File: config.mk
export PLATFORM = sky130hd
export DESIGN_NAME = nbe_queue
export DESIGN_NICKNAME = d
export VERILOG_FILES = /design/src/design/nbe_queue.sv
export SDC_FILE = /design/constraint.sdc
export NUM_CORES = 1
export LEC_CHECK = 0
export BUFFER_PORTS_ARGS = -buffer_cell sky130_fd_sc_hd__buf_4
export CAP_MARGIN = 20
export CORE_MARGIN = 2
export CORE_UTILIZATION = 52
export DETAILED_ROUTE_END_ITERATION = 7
export PLACE_DENSITY = 0.77
export REMOVE_ABC_BUFFERS = 1
export SYNTH_ARGS = -nofsm -noshare
export SYNTH_HDL_FRONTEND = slang
export SYNTH_SLANG_ARGS = --single-unit
File: constraint.sdc
create_clock -name clk -period 8.7 [get_ports clk]
set_clock_uncertainty 0.05 [all_clocks]
set_input_delay 1.305 -clock clk [delete_from_list [all_inputs] [get_ports clk]]
set_output_delay 1.305 -clock clk [all_outputs]
set_load 0.05 [all_outputs]
File: src/design/nbe_queue.sv
// Two-entry queue between front and back end.
// Depends on nothing else.
module nbe_queue #(
    parameter int WIDTH = 128
) (
    input  logic             clk,
    input  logic             rst_n,
    input  logic             push,
    input  logic [WIDTH-1:0] data_in,
    output logic             room,
    input  logic             pop,
    output logic             nonempty,
    output logic [WIDTH-1:0] data_out
);

    logic [WIDTH-1:0] slot [2];
    logic             wr_ptr_reg, rd_ptr_reg;
    logic [1:0]       count_reg;

    assign room     = (count_reg != 2'd2);
    assign nonempty = (count_reg != 2'd0);
    assign data_out = slot[rd_ptr_reg];

    always_ff @(posedge clk or negedge rst_n)
    begin
        if (!rst_n)
        begin
            wr_ptr_reg <= 1'b0;
            rd_ptr_reg <= 1'b0;
            count_reg  <= 2'd0;
        end
        else
        begin
            if (push)
                wr_ptr_reg <= !wr_ptr_reg;
            if (pop)
                rd_ptr_reg <= !rd_ptr_reg;
            if (push && !pop)
                count_reg <= count_reg + 2'd1;
            else if (pop && !push)
                count_reg <= count_reg - 2'd1;
        end
    end

    always_ff @(posedge clk)
    begin
        if (push)
            slot[wr_ptr_reg] <= data_in;
    end

endmodule

==> impl_metrics.csv <==
group,metric,value,unit
outcome,status,"finished, final reports clean",
route,drc,0,
power,pwr-share-seq,37.1,%
global_route,overflow,0,
power,p_per_area,384,nW/um^2
sta,relSlewSlack,42.0,%
route,antenna_left,0,
setup_path,worstPathRequired,7.34,ns
die,start_util,52.9,%
clock_tree,clkSinkCount,260,
clock_tree,cts_buffer_depth,3,
layout,fin_nets,828,
setup_path,critPathKind,"reg -> out",
global_route,grtUsageMet3,4.97,%
logic_synthesis,ys_seq_area_share,82.2,%
logic_synthesis,yosys.area.top_type,"edfxtp_1",
power,p_int,2.94,mW
power,peakVddDrop,267,uV
setup_path,worstPathArrival,2.95,ns
placed_design,dpl.hpwl,11700,um
logic_synthesis,synth_warnings,0,
clock_tree,cts_buffers,26,
placed_design,placed_area,11600,um^2
min_path,hold_path.class,"reg -> reg",
placed_design,routabilityCongestion,0.753,
global_route,antenna_found_initial,0,
global_route,gr-usage-met1,23.2,%
setup_path,end_kind,"output pin",
clock_tree,cts-hold-fix-buffers,0,
layout,stdcell_count,943,
clock_tree,cts_tree,"yes",
die,die_h,139,um
logic_synthesis,ys_top_cells_by_area,"edfxtp_1 (81%), mux2_2 (15%), buf_6 (1.5%)",
route,firstDrtPassIters,4,
power,clkPwrFrac,21.8,%
layout,synthToLayoutAreaGrowth,31.7,%
sta,drv_slew,0,
layout,drive_gt1_share,60.4,%
power,p_sw_share,38.6,%
power,p_sw,1.85,mW
global_route,grt_pass1_wl,27600,um
route,wl_per_cell,19.1,um
global_route,grt_pass1_vias,5163,
logic_synthesis,syn_area,9470,um^2
sta,rsz0062_at_grt,"no",
sta,fin_crit,4.30,ns
sta,whs,0.477,ns
route,via_per_inst,5.10,
layout,largest_reg_flops,256,
die,dieArea,19300,um^2
sta,tightestPinTransition,0.869,ns
power,p_leak,4.69,nW
route,drt_iter0_drc,289,
power,p_comb_share,41.1,%
logic_synthesis,syn_avg_cell_area,22.9,um^2
route,vias,4814,
clock_tree,cts_max_level,1,
setup_path,r2r_slack,6.52,ns
logic_synthesis,syn_inst,414,
clock_tree,clk_latency,0.51,ns
sta,fin_crit_sh,49.5,%
die,rows,49,
die,top_level_ports,262,
die,die_width,139,um
placed_design,portBuffers,261,
logic_synthesis,ys_types,14,
logic_synthesis,synth_top_area_share,81.2,%
logic_synthesis,synth_seq_cells,260,
global_route,grt_busiest_layer,"met2",
setup_path,crit_fanout,68,
clock_tree,post_cts_resized,0,
placed_design,placed_cells,894,
global_route,grt_util_met2,30.0,%
clock_tree,clockRootBuffer,"clkbuf_16",
clock_tree,clk_pin_slew,0.06,ns
sta,finalHoldViolations,0,
setup_path,cp-start-kind,"flip-flop",
layout,n_antenna_cell,0,
die,core,17900,um^2
route,routed_wl,18000,um
global_route,grt.total_usage,18.0,%
global_route,grt_max_degree,85,
sta,max_freq,232,MHz
layout,fin_area,12500,um^2
clock_tree,post-cts-setup-buffers,0,
sta,setup_violations,0,
job,max_cap_violations,0,
sta,tns,0,ns
==> power by group through the flow <==
| stage | Clock (mW) | Sequential [mW] | Combinational [mW] |
|---|---|---|---|
| floorplan | 0 | 1.84 | 1.40 |
| global placement | 0 | 1.79 | 1.95 |
| detailed placement | 0 | 1.81 | 1.96 |
| CTS | 1.07 | 1.78 | 1.97 |
| global route | 1.12 | 1.80 | 2.05 |
| finish | 1.04 | 1.78 | 1.97 |
==> cell families after synthesis <==
| group | synth area share, % |
|---|---|
| XOR/XNOR | 0.462 |
| flip-flops | 82.2 |
| buffers and inverters | 1.64 |
| AND/OR/NAND/NOR | 0.304 |
| multiplexers | 15.2 |
| adder cells (fa/ha/maj) | 0.132 |
==> cell type report <==
class / count / area (um^2)
flip-flops and latches: 260 / 7790
fillers: 1165 / 5430
repair buffers: 267 / 2040
multi-input cells: 139 / 1540
clock buffers: 42 / 762
well taps: 229 / 287
clock inverters: 5 / 46.3
inverters: 1 / 3.75
==> through the flow <==
| stage | setup WS [ns] | util, % | total power [mW] |
|---|---|---|---|
| floorplan | 1.16 | - | 3.24 |
| global placement | 4.93 | 64.8 | 3.74 |
| detailed placement | 4.90 | 64.8 | 3.77 |
| CTS | 4.35 | 69.4 | 4.83 |
| global route | 4.21 | 69.7 | 4.97 |
| finish | 4.40 | 69.7 | 4.79 |
==> cells in the mapped netlist <==
library cell and number:
and2_1 1, nor2b_1 1, xnor2_1 1, xor2_1 4, mux2_2 128, ha_1 1
nor2_1 1, or2_2 1, buf_2 1, nand2b_1 1, buf_6 13, edfxtp_1 256
inv_1 1, dfrtp_1 4
==> metal layers <==
metal  wire length, um  share of wire (%)
met1              7140                 40
met2              8940                 50
met3              1320                7.3
met4               566                3.2
met5                 0                  0
==> worst max-delay path, stage by stage (launching register included) <==
cell and delay, ns:
dfrtp_4 0.96, buf_4 0.80, mux2_2 0.44, buf_4 0.20
==> path summary, 6_finish.rpt <==
path,cells past startpoint,start,endpoint
worst max register to register,3,wr_ptr_reg,slot[1][1]
max in group asynchronous,1,rst_n,rd_ptr_reg
worst min-delay path,1,count_reg[1],count_reg[1]
worst min register to register,1,count_reg[1],count_reg[1]
min in group asynchronous,1,rst_n,count_reg[0]
worst max-delay path,3,rd_ptr_reg,data_out[61]
==> layout by cell type (no fill, tap or decap), types with 2 or more instances in the layout <==
master / n
clkbuf_1: 12
edfxtp_1: 256
xor2_1: 4
clkinv_1: 3
clkbuf_16: 27
mux2_2: 128
buf_16: 2
clkbuf_8: 3
buf_4: 265
dfrtp_1: 3
Note: power is estimated with default switching activity, not from simulation.
